<file path="src/rtl/core/tcce_pkg.sv">
// package: shared types, codes and command builders for the text console cursor engine
`timescale 1ns / 1ps

package tcce_pkg;

  localparam int TAB_STOP_DEF = 8;

  // configuration register indexes
  localparam logic [2:0] REG_COLUMN_COUNT    = 3'd0;
  localparam logic [2:0] REG_ROW_COUNT       = 3'd1;
  localparam logic [2:0] REG_TEXT_ATTRIBUTE  = 3'd2;
  localparam logic [2:0] REG_CLEAR_ATTRIBUTE = 3'd3;
  localparam logic [2:0] REG_CURSOR_SHOWN    = 3'd4;

  // control characters
  localparam logic [15:0] CH_BACKSPACE = 16'd8;
  localparam logic [15:0] CH_TAB       = 16'd9;
  localparam logic [15:0] CH_NEWLINE   = 16'd10;
  localparam logic [15:0] CH_RETURN    = 16'd13;
  localparam logic [15:0] CH_BLANK     = 16'd32;

  typedef enum logic [1:0] {
    CMD_PUT    = 2'd0,
    CMD_FILL   = 2'd1,
    CMD_SCROLL = 2'd2,
    CMD_CURSOR = 2'd3
  } cmd_t;

  typedef struct packed {
    logic [7:0]  column_count;
    logic [7:0]  row_count;
    logic [15:0] text_attribute;
    logic [15:0] clear_attribute;
    logic        cursor_shown;
  } cfg_t;

  typedef struct packed {
    cmd_t        command;
    logic [7:0]  pos_x;
    logic [7:0]  pos_y;
    logic [3:0]  span_width;
    logic [15:0] glyph;
    logic [15:0] cell_attribute;
    logic        cursor_on;
  } result_t;

  // up to three commands for one character
  typedef struct packed {
    logic [1:0]        count;
    result_t [2:0]     slot;
  } bundle_t;

  function automatic result_t mk_put(logic [7:0] x, logic [7:0] y, logic [15:0] g,
                                     logic [15:0] a);
    result_t r;
    r.command        = CMD_PUT;
    r.pos_x          = x;
    r.pos_y          = y;
    r.span_width     = 4'd0;
    r.glyph          = g;
    r.cell_attribute = a;
    r.cursor_on      = 1'b0;
    return r;
  endfunction

  function automatic result_t mk_fill(logic [7:0] x, logic [7:0] y, logic [3:0] w,
                                      logic [15:0] a);
    result_t r;
    r.command        = CMD_FILL;
    r.pos_x          = x;
    r.pos_y          = y;
    r.span_width     = w;
    r.glyph          = CH_BLANK;
    r.cell_attribute = a;
    r.cursor_on      = 1'b0;
    return r;
  endfunction

  function automatic result_t mk_scroll(logic [15:0] a);
    result_t r;
    r.command        = CMD_SCROLL;
    r.pos_x          = 8'd0;
    r.pos_y          = 8'd0;
    r.span_width     = 4'd0;
    r.glyph          = CH_BLANK;
    r.cell_attribute = a;
    r.cursor_on      = 1'b0;
    return r;
  endfunction

  function automatic result_t mk_cursor(logic [7:0] x, logic [7:0] y, logic on);
    result_t r;
    r.command        = CMD_CURSOR;
    r.pos_x          = x;
    r.pos_y          = y;
    r.span_width     = 4'd0;
    r.glyph          = 16'd0;
    r.cell_attribute = 16'd0;
    r.cursor_on      = on;
    return r;
  endfunction

endpackage

</file>
<file path="src/rtl/core/tcce_cfg_regs.sv">
// configuration register bank
`timescale 1ns / 1ps

module tcce_cfg_regs (
  input  logic              clk,
  input  logic              rst_n,
  input  logic              cfg_write_en,
  input  logic [2:0]        cfg_index,
  input  logic [15:0]       cfg_data,
  output tcce_pkg::cfg_t    cfg
);

  tcce_pkg::cfg_t cfg_r;
  tcce_pkg::cfg_t cfg_nxt;

  always_comb begin
    cfg_nxt = cfg_r;
    if (cfg_write_en) begin
      case (cfg_index)
        tcce_pkg::REG_COLUMN_COUNT:    cfg_nxt.column_count    = cfg_data[7:0];
        tcce_pkg::REG_ROW_COUNT:       cfg_nxt.row_count       = cfg_data[7:0];
        tcce_pkg::REG_TEXT_ATTRIBUTE:  cfg_nxt.text_attribute  = cfg_data;
        tcce_pkg::REG_CLEAR_ATTRIBUTE: cfg_nxt.clear_attribute = cfg_data;
        tcce_pkg::REG_CURSOR_SHOWN:    cfg_nxt.cursor_shown    = cfg_data[0];
        default: ;
      endcase
    end
  end

  always_ff @(posedge clk) begin
    if (!rst_n) begin
      cfg_r.column_count    <= 8'd80;
      cfg_r.row_count       <= 8'd25;
      cfg_r.text_attribute  <= 16'd7;
      cfg_r.clear_attribute <= 16'd7;
      cfg_r.cursor_shown    <= 1'b1;
    end else begin
      cfg_r <= cfg_nxt;
    end
  end

  assign cfg = cfg_r;

endmodule

</file>
<file path="src/rtl/core/tcce_decode.sv">
// character decode and cursor position registers
`timescale 1ns / 1ps

module tcce_decode #(
  parameter int TabStop = tcce_pkg::TAB_STOP_DEF
) (
  input  logic              clk,
  input  logic              rst_n,
  input  tcce_pkg::cfg_t    cfg,
  input  logic              accept,
  input  logic [15:0]       char_code,
  output tcce_pkg::bundle_t bundle
);

  localparam int KMax = 255 / TabStop;

  logic [7:0] col_r, col_nxt;
  logic [7:0] row_r, row_nxt;

  logic [7:0] cols;
  logic [7:0] rows;
  logic [8:0] row_inc;
  logic       nl_scroll;
  logic [7:0] nl_row;
  logic [8:0] stop;
  logic [8:0] col_inc;
  logic [8:0] span;
  logic [7:0] col_dec;

  // next tab stop: one range compare per stop, results or-ed together
  always_comb begin
    stop = 9'd0;
    for (int k = 0; k <= KMax; k++) begin
      if ((int'(col_r) >= k * TabStop) && (int'(col_r) < (k + 1) * TabStop)) begin
        stop = stop | 9'((k + 1) * TabStop);
      end
    end
  end

  always_comb begin
    cols      = (cfg.column_count == 8'd0) ? 8'd1 : cfg.column_count;
    rows      = (cfg.row_count == 8'd0) ? 8'd1 : cfg.row_count;
    row_inc   = {1'b0, row_r} + 9'd1;
    nl_scroll = row_inc >= {1'b0, rows};
    nl_row    = nl_scroll ? (rows - 8'd1) : row_inc[7:0];
    col_inc   = {1'b0, col_r} + 9'd1;
    span      = stop - {1'b0, col_r};
    col_dec   = col_r - 8'd1;
  end

  always_comb begin
    bundle  = '0;
    col_nxt = col_r;
    row_nxt = row_r;
    case (char_code)
      tcce_pkg::CH_NEWLINE: begin
        col_nxt = 8'd0;
        row_nxt = nl_row;
        if (nl_scroll) begin
          bundle.slot[0] = tcce_pkg::mk_scroll(cfg.clear_attribute);
          bundle.slot[1] = tcce_pkg::mk_cursor(8'd0, nl_row, cfg.cursor_shown);
          bundle.count   = 2'd2;
        end else begin
          bundle.slot[0] = tcce_pkg::mk_cursor(8'd0, nl_row, cfg.cursor_shown);
          bundle.count   = 2'd1;
        end
      end
      tcce_pkg::CH_RETURN: begin
        col_nxt        = 8'd0;
        bundle.slot[0] = tcce_pkg::mk_cursor(8'd0, row_r, cfg.cursor_shown);
        bundle.count   = 2'd1;
      end
      tcce_pkg::CH_TAB: begin
        if (stop >= {1'b0, cols}) begin
          // stop past the right edge: behaves as a newline
          col_nxt = 8'd0;
          row_nxt = nl_row;
          if (nl_scroll) begin
            bundle.slot[0] = tcce_pkg::mk_scroll(cfg.clear_attribute);
            bundle.slot[1] = tcce_pkg::mk_cursor(8'd0, nl_row, cfg.cursor_shown);
            bundle.count   = 2'd2;
          end else begin
            bundle.slot[0] = tcce_pkg::mk_cursor(8'd0, nl_row, cfg.cursor_shown);
            bundle.count   = 2'd1;
          end
        end else begin
          col_nxt        = stop[7:0];
          bundle.slot[0] = tcce_pkg::mk_fill(col_r, row_r, span[3:0], cfg.text_attribute);
          bundle.slot[1] = tcce_pkg::mk_cursor(stop[7:0], row_r, cfg.cursor_shown);
          bundle.count   = 2'd2;
        end
      end
      tcce_pkg::CH_BACKSPACE: begin
        if (col_r != 8'd0) begin
          col_nxt        = col_dec;
          bundle.slot[0] = tcce_pkg::mk_put(col_dec, row_r, tcce_pkg::CH_BLANK,
                                            cfg.text_attribute);
          bundle.slot[1] = tcce_pkg::mk_cursor(col_dec, row_r, cfg.cursor_shown);
          bundle.count   = 2'd2;
        end
      end
      default: begin
        bundle.slot[0] = tcce_pkg::mk_put(col_r, row_r, char_code, cfg.text_attribute);
        if (col_inc >= {1'b0, cols}) begin
          // wrap at the last column
          col_nxt = 8'd0;
          row_nxt = nl_row;
          if (nl_scroll) begin
            bundle.slot[1] = tcce_pkg::mk_scroll(cfg.clear_attribute);
            bundle.slot[2] = tcce_pkg::mk_cursor(8'd0, nl_row, cfg.cursor_shown);
            bundle.count   = 2'd3;
          end else begin
            bundle.slot[1] = tcce_pkg::mk_cursor(8'd0, nl_row, cfg.cursor_shown);
            bundle.count   = 2'd2;
          end
        end else begin
          col_nxt      = col_inc[7:0];
          bundle.count = 2'd1;
        end
      end
    endcase
  end

  always_ff @(posedge clk) begin
    if (!rst_n) begin
      col_r <= 8'd0;
      row_r <= 8'd0;
    end else if (accept) begin
      col_r <= col_nxt;
      row_r <= row_nxt;
    end
  end

endmodule

</file>
<file path="src/rtl/core/tcce_emit.sv">
// command buffer and output register, one command per transfer
`timescale 1ns / 1ps

module tcce_emit (
  input  logic              clk,
  input  logic              rst_n,
  input  logic              load,
  input  tcce_pkg::bundle_t bundle,
  output logic              free,
  input  logic              out_stall,
  output logic              out_valid,
  output tcce_pkg::result_t out_res,
  output logic              out_last
);

  tcce_pkg::bundle_t buf_r;
  logic              busy_r;
  logic [1:0]        idx_r;
  logic              out_valid_r;
  tcce_pkg::result_t res_r;
  logic              last_r;

  logic pop;
  logic last_slot;

  assign last_slot = idx_r == (buf_r.count - 2'd1);
  assign pop       = busy_r && (!out_valid_r || !out_stall);
  // buffer can take a new bundle when empty or its final command leaves now
  assign free      = !busy_r || (pop && last_slot);

  always_ff @(posedge clk) begin
    if (!rst_n) begin
      busy_r      <= 1'b0;
      idx_r       <= 2'd0;
      out_valid_r <= 1'b0;
    end else begin
      if (load && bundle.count != 2'd0) begin
        busy_r <= 1'b1;
        idx_r  <= 2'd0;
      end else if (pop) begin
        if (last_slot) begin
          busy_r <= 1'b0;
        end else begin
          idx_r <= idx_r + 2'd1;
        end
      end
      if (pop) begin
        out_valid_r <= 1'b1;
      end else if (!out_stall) begin
        out_valid_r <= 1'b0;
      end
    end
  end

  always_ff @(posedge clk) begin
    if (load) begin
      buf_r <= bundle;
    end
    if (pop) begin
      res_r  <= buf_r.slot[idx_r];
      last_r <= last_slot;
    end
  end

  assign out_valid = out_valid_r;
  assign out_res   = res_r;
  assign out_last  = last_r;

endmodule

</file>
<file path="src/rtl/core/text_console_cursor_engine.sv">
// top level: text console cursor engine
//
//   port group | direction | handshake            | payload
//   in_        | input     | in_valid / in_stall  | char_code
//   out_       | output    | out_valid / out_stall| command, pos, span, glyph, attribute,
//              |           |                      | cursor_on, last
//   cfg_       | input     | cfg_write_en         | cfg_index, cfg_data
//
// a character is decoded in the cycle of its transfer and its one to three commands
// are loaded into a buffer; the buffer sends one command per cycle into the output
// register while out_stall does not hold it, and the next character transfers in the
// cycle its predecessor's final command leaves.
// backspace at column 0 has no command and does not occupy the buffer.
// synchronous active-low reset puts the cursor at 0,0 and the registers to defaults.
// out_stall holds the output register and, once the buffer is full, stalls the input.
`timescale 1ns / 1ps

module text_console_cursor_engine #(
  parameter int TabStop = tcce_pkg::TAB_STOP_DEF
) (
  input  logic        clk,
  input  logic        rst_n,
  input  logic        cfg_write_en,
  input  logic [2:0]  cfg_index,
  input  logic [15:0] cfg_data,
  input  logic        in_valid,
  output logic        in_stall,
  input  logic [15:0] in_char_code,
  output logic        out_valid,
  input  logic        out_stall,
  output logic [1:0]  out_command,
  output logic [7:0]  out_pos_x,
  output logic [7:0]  out_pos_y,
  output logic [3:0]  out_span_width,
  output logic [15:0] out_glyph,
  output logic [15:0] out_cell_attribute,
  output logic        out_cursor_on,
  output logic        out_last
);

  tcce_pkg::cfg_t    cfg;
  tcce_pkg::bundle_t bundle;
  tcce_pkg::result_t res;
  logic              free;
  logic              accept;

  assign in_stall = !free;
  assign accept   = in_valid && free;

  tcce_cfg_regs u_cfg (
    .clk          (clk),
    .rst_n        (rst_n),
    .cfg_write_en (cfg_write_en),
    .cfg_index    (cfg_index),
    .cfg_data     (cfg_data),
    .cfg          (cfg)
  );

  tcce_decode #(
    .TabStop (TabStop)
  ) u_decode (
    .clk       (clk),
    .rst_n     (rst_n),
    .cfg       (cfg),
    .accept    (accept),
    .char_code (in_char_code),
    .bundle    (bundle)
  );

  tcce_emit u_emit (
    .clk       (clk),
    .rst_n     (rst_n),
    .load      (accept),
    .bundle    (bundle),
    .free      (free),
    .out_stall (out_stall),
    .out_valid (out_valid),
    .out_res   (res),
    .out_last  (out_last)
  );

  assign out_command        = res.command;
  assign out_pos_x          = res.pos_x;
  assign out_pos_y          = res.pos_y;
  assign out_span_width     = res.span_width;
  assign out_glyph          = res.glyph;
  assign out_cell_attribute = res.cell_attribute;
  assign out_cursor_on      = res.cursor_on;

endmodule

</file>
<file path="config.mk">
export PLATFORM = sky130hd
export DESIGN_NAME = text_console_cursor_engine
export DESIGN_NICKNAME = d
export VERILOG_FILES = /design/src/rtl/core/tcce_pkg.sv /design/src/rtl/core/tcce_cfg_regs.sv /design/src/rtl/core/tcce_decode.sv /design/src/rtl/core/tcce_emit.sv /design/src/rtl/core/text_console_cursor_engine.sv
export SDC_FILE = /design/constraint.sdc
export NUM_CORES = 1
export LEC_CHECK = 0
export BUFFER_PORTS_ARGS = -buffer_cell sky130_fd_sc_hd__buf_2
export CAP_MARGIN = 5
export CORE_AREA = 3 3 159 161
export CTS_CLUSTER_DIAMETER = 200
export DETAILED_ROUTE_END_ITERATION = 16
export DIE_AREA = 0 0 162 164
export GPL_TIMING_DRIVEN = 0
export SLEW_MARGIN = 20
export SYNTH_ARGS = -nofsm -noshare
export SYNTH_HDL_FRONTEND = slang
export SYNTH_SLANG_ARGS = --single-unit
</file>
<file path="constraint.sdc">
create_clock -name clk -period 9.7 [get_ports clk]
set_clock_uncertainty 0.15 [all_clocks]
set_input_delay 0.97 -clock clk [delete_from_list [all_inputs] [get_ports clk]]
set_output_delay 0.97 -clock clk [all_outputs]
set_load 0.03 [all_outputs]
</file>
Word-level counts from Yosys, hierarchy flattened --
Index checks and enable logic that the tools add are counted.
Operators by class: $add $sub $neg 7, order comparisons 66, equal/unequal tests 23, mux-type cells 120, reduce and logical (&&, ||, !) cells 57
Operators with widths (number):
- 110-bit two-way mux | 6
- 55-bit two-way mux | 12
- 55-bit one-hot mux with 4 select lines | 2
- 8-bit two-way mux | 37
- 8-bit >= comparator, second input constant | 16
- 8-bit less-than comparator, second input constant | 16
- 55-bit binary-select mux with 2-bit select | 1
- 16-bit by 4-bit == test with 1-bit output, second input constant | 4
- 8-bit by 7-bit >= comparator with 1-bit output, second input constant | 8
- 8-bit by 7-bit less-than comparator with 1-bit output, second input constant | 8
- 16-bit two-way mux | 4
- 7-bit two-way mux | 8
- 54-bit two-way mux | 1
- 8-bit one-hot mux with 3 select lines | 2
- 2-bit two-way mux | 21
- 1-bit logical AND | 34
- 8-bit by 6-bit >= comparator with 1-bit output, second input constant | 4
- 8-bit by 6-bit less-than comparator with 1-bit output, second input constant | 4
- 9-bit by 8-bit >= comparator with 1-bit output | 3
- 6-bit two-way mux | 4
- 8-bit by 1-bit adder with 9-bit output, second input constant | 2
- 1-bit two-way mux | 17
- 8-bit by 5-bit >= comparator with 1-bit output, second input constant | 2
- 8-bit zero test | 2
- other kinds (31) | 55
Storage, ports and cells: register bits 292, logic and storage cells 313

Depth between registers and ports, before layout --
depth in word-level cells 48, mapped depth 16

Cells and area by module --
From an unflattened synthesis, not the netlist that was laid out.
Second synthesis, totals: cell total of the unflattened synthesis 1243, area total of the unflattened synthesis 14027.2 sq um
Modules (own cells, without submodules):
- tcce_emit | instances 1, cells each 434, area each 8069.0 sq um, seq. area each 6776.5 sq um
- tcce_decode | instances 1, cells each 619, area each 4021.4 sq um, seq. area each 320.3 sq um
- tcce_cfg_regs | instances 1, cells each 188, area each 1926.8 sq um, seq. area each 980.9 sq um
- text_console_cursor_engine | instances 1, cells each 2, area each 10.0 sq um, seq. area each 0.0 sq um

Worst setup path after synthesis --
Ideal clock, no wire load.
path type input to register, from input out_stall, to register u_emit.idx_r[1], setup time 134 ps, arrival 4280 ps, setup slack 5136 ps, cell stages on the path 5, path buffers 0, path through and2_1 -> nor2b_1 -> nand3_1 -> xor2_1 -> nor3_2
On the way: cells in the longest elaborated chain, start to end 9
Ends and longest elaborated chain:
- start: declaration | line text_console_cursor_engine.sv:30 | input logic out_stall,
- 1-bit zero test (*) | line tcce_emit.sv:27 | assign pop = busy_r && (!out_valid_r || !out_stall);
- 1-bit logical OR (*) | line tcce_emit.sv:27
- 1-bit logical AND (*) | line tcce_emit.sv:27
- via u_emit.pop | line tcce_emit.sv:23 | logic pop;
- 1-bit logical AND | line tcce_emit.sv:29 | assign free = !busy_r || (pop && last_slot);
- 1-bit logical OR | line tcce_emit.sv:29
- 1-bit logical AND | line text_console_cursor_engine.sv:48 | assign accept = in_valid && free;
- 1-bit logical AND | line tcce_emit.sv:37 | if (load && bundle.count != 2'd0) begin
- 3-bit by 1-bit != test with 1-bit output (no line), or another cell as far along
- 2-bit AND reduction (no line) or 2-bit two-way mux (tied branches)
- end signal: assignment | line tcce_emit.sv:44 | idx_r <= idx_r + 2'd1;
- end: declaration | line tcce_emit.sv:18 | logic [1:0] idx_r;
The timed path passes the listed nets; every way through them passes the cells marked *. The select of a mux whose other input is x is not followed. A chain may end at the register's enable or synchronous reset.

==> flow_summary.yaml <==
route:
  via_count: 7915
  postRouteAntennaNets: 0
  vias_per_cell: 5.34
  drc: 0
  first_pass_iters: 5
  wl_per_cell_um: 18.7
  totalWireLength_mm: 27.7
  drt_iter0_markers: 485
clock_network:
  cts_resized: 0
  insertion_delay_ns: 0.52
  clk_path_buf_depth: 3
  cts.root.buffer_cell: "clkbuf_16"
  cts_buffers: 25
  post-cts-setup-buffers: 0
  clk_pin_slew_ns: 0.06
  cts_tree: "done"
  htree_num_levels: 1
  cts.sinks: 227
  cts_hold_buf: 0
sta:
  finalCriticalPeriod_ns: 4.22
  whs_ns: 0.308
  drv_slew: 0
  hold_viol: 0
  rsz0062_at_grt: "false"
  max_freq_mhz: 237
  relSlewSlack_pct: 30.6
  timing.final.crit_share_pct: 43.5
  fin_setup_tns_ns: 0
  tightest_slew_ns: 1.04
  finalSetupViolations: 0
synthesis:
  ys_top_cells_by_area: "edfxtp_1 (44%), dfxtp_1 (13%), nand2_1 (5.2%)"
  ys.flop_type: "edfxtp_1"
  synthDominantCellAreaShare_pct: 44.0
  synth-edff-count: 158
  ys_seq_elements: 227
  synth_area_per_cell_um2: 10.7
  yosysMostFrequentCell: "edfxtp_1"
  yosysSeqAreaShare_pct: 56.8
  synthesis.area_um2: 10800
  yosys_warnings: 0
  syn_nets: 1077
  synth_top_area_cell: "edfxtp_1"
  yosysUniqueCellTypes: 77
  synthArstFlopShare_pct: 0
  synth_common_cells: "edfxtp_1 (158), nand2_1 (150), nor2_1 (85), dfxtp_1 (69), a21oi_1 (62)"
  syn_inst: 1012
die:
  start_util_pct: 44.7
  ios: 98
  die_x_um: 162
  die_h_um: 164
  dieArea_um2: 26600
  fp.coreArea_um2: 24100
  rows: 57
placement:
  portBuffers: 97
  hpwl_mm: 19.8
  finalWeightedCongestion: 0.930
pwr:
  powerDensity_nw_per_um2: 180
  peakVddDrop_v: 0.000107
  p_leak_nw: 4.67
  power.total_mw: 2.28
worst_setup_path:
  slowest_delay_ns: 0.53
  required_ns: 9.82
  critPathKind: "flop to flop"
  crit_slowest_cell: "dfxtp_1"
  crit_fanout: 10
  cp-end-kind: "flop"
  worstSetupStartpointType: "flop"
  path_cells: "ha_1 -> nand3_1 -> nor2_1 -> xor2_1 -> ha_1 -> a211oi_1 -> nand2_1 -> o221a_2 -> nor2_1 -> nor3_2 -> buf_2 -> a22o_1"
  cp.arrival_ns: 4.34
grt:
  grt_pass1_wl_mm: 43.4
  track_usage_pct: 20.9
  antenna_found_initial: 0
  grt_max_degree: 63
  grt-ovfl-total: 0
  first_global_vias: 7629
cells_and_area:
  syn2layout_area_growth_pct: 17.2
  n_antenna_cell: 0
  nets: 1204
  utilization_pct: 52.4
  layout-drive-gt1-share_pct: 16.5
outcome:
  outcome: "completed"
run:
  maxCapViolations: 0
min_path:
  hold_path_class: "flop to flop"
-- where the power goes --
part | switching, mW | internal (mW) | leakage [nW]
Combinational | 0.121 | 0.0521 | 2.14
Sequential | 0.0135 | 1.09 | 2.10
Clock | 0.383 | 0.621 | 0.430
-- cells in the final DEF (no fill, tap or decap), drive strengths merged, types with 9 or more instances in the layout --
| master | netlist | routed |
|---|---|---|
| dfxtp | 69 | 69 |
| o211ai | 9 | 9 |
| nor2b | 13 | 13 |
| inv | 28 | 29 |
| and2 | 41 | 41 |
| nand2b | 10 | 10 |
| nand3 | 28 | 28 |
| clkinv | 2 | 11 |
| nand2 | 152 | 152 |
| edfxtp | 158 | 158 |
| mux2i | 40 | 40 |
| clkbuf | 40 | 70 |
| nor2 | 87 | 87 |
| nor3 | 21 | 21 |
| xor2 | 9 | 9 |
| buf | 22 | 122 |
| xnor2 | 16 | 16 |
| o21ai | 51 | 51 |
| a22o | 19 | 19 |
| ha | 25 | 25 |
| a21oi | 64 | 64 |
| a211oi | 11 | 11 |
-- area by class of cell --
type | count | area, um2
inverter | 30 | 118
multi-input combinational | 693 | 4280
sequential | 227 | 6130
clock inverter | 16 | 211
timing repair buffer | 100 | 561
clock buffer | 30 | 664
buffer | 62 | 265
fill | 2209 | 11500
tap | 324 | 405
-- flip-flops by register name, summed over array words and instances (netlist names) --
signal / cells
u_emit.buf_r: 102
u_decode.col_r: 8
u_emit.idx_r: 2
u_emit.out_valid: 1
u_emit.busy_r: 1
u_cfg.cfg: 49
u_decode.row_r: 8
u_emit.out_last: 1
u_emit.out_res: 55
-- critical path: cells and delay by family, from the launching register on --
kind	cells	cell delay (ns)
AND/OR/NAND/NOR	5	1.43
AO/OA/AOI/OAI	3	0.70
buffers and inverters	1	0.27
flip-flops	1	0.53
XOR/XNOR	1	0.24
adder cells (fa/ha/maj)	2	0.64
-- metrics by stage --
stage,cell area [um2],worst slack [ns],cells
after detailed placement,11800,5.55,1436
after floorplan,10800,5.14,1012
after global placement,11700,3.28,1433
final,12600,5.48,1482
after global routing,12600,5.26,1482
after CTS,12600,5.53,1482
-- cells by family (layout without fill, tap and decap cells) --
group / count (synthesis) / count (layout) / share of synthesized area [%]
AOI/OAI and AO/OA: 209 / 209 / 13.2
buffers and inverters: 92 / 238 / 3.49
muxes: 40 / 40 / 3.71
and+or+nand+nor: 394 / 394 / 17.9
DFF: 227 / 227 / 56.8
xor gates and xnor gates: 25 / 25 / 2.03
adders and majority gates: 25 / 25 / 2.90
-- final timing paths --
check,start,endpoint,slack (ns),cells past startpoint
max,u_decode.row_r[0]$_SDFFE_PN0P_,u_emit.buf_r[2]$_DFFE_PP_,5.48,12
min,u_cfg.cfg[26]$_SDFFE_PN0P_,u_cfg.cfg[26]$_SDFFE_PN0P_,0.31,2
max reg2reg,u_decode.row_r[0]$_SDFFE_PN0P_,u_emit.buf_r[2]$_DFFE_PP_,5.48,12
min reg2reg,u_cfg.cfg[26]$_SDFFE_PN0P_,u_cfg.cfg[26]$_SDFFE_PN0P_,0.31,2
-- metal layers --
metal	GRT usage, %	vias up	part of all wire (%)
met2	33.5	226	45
met4	5.78	0	2.6
met5	0	-	0
met1	29.6	3755	46
met3	3.56	48	6.0
li1	-	3886	-
Note: power is estimated with default switching activity, not from simulation.
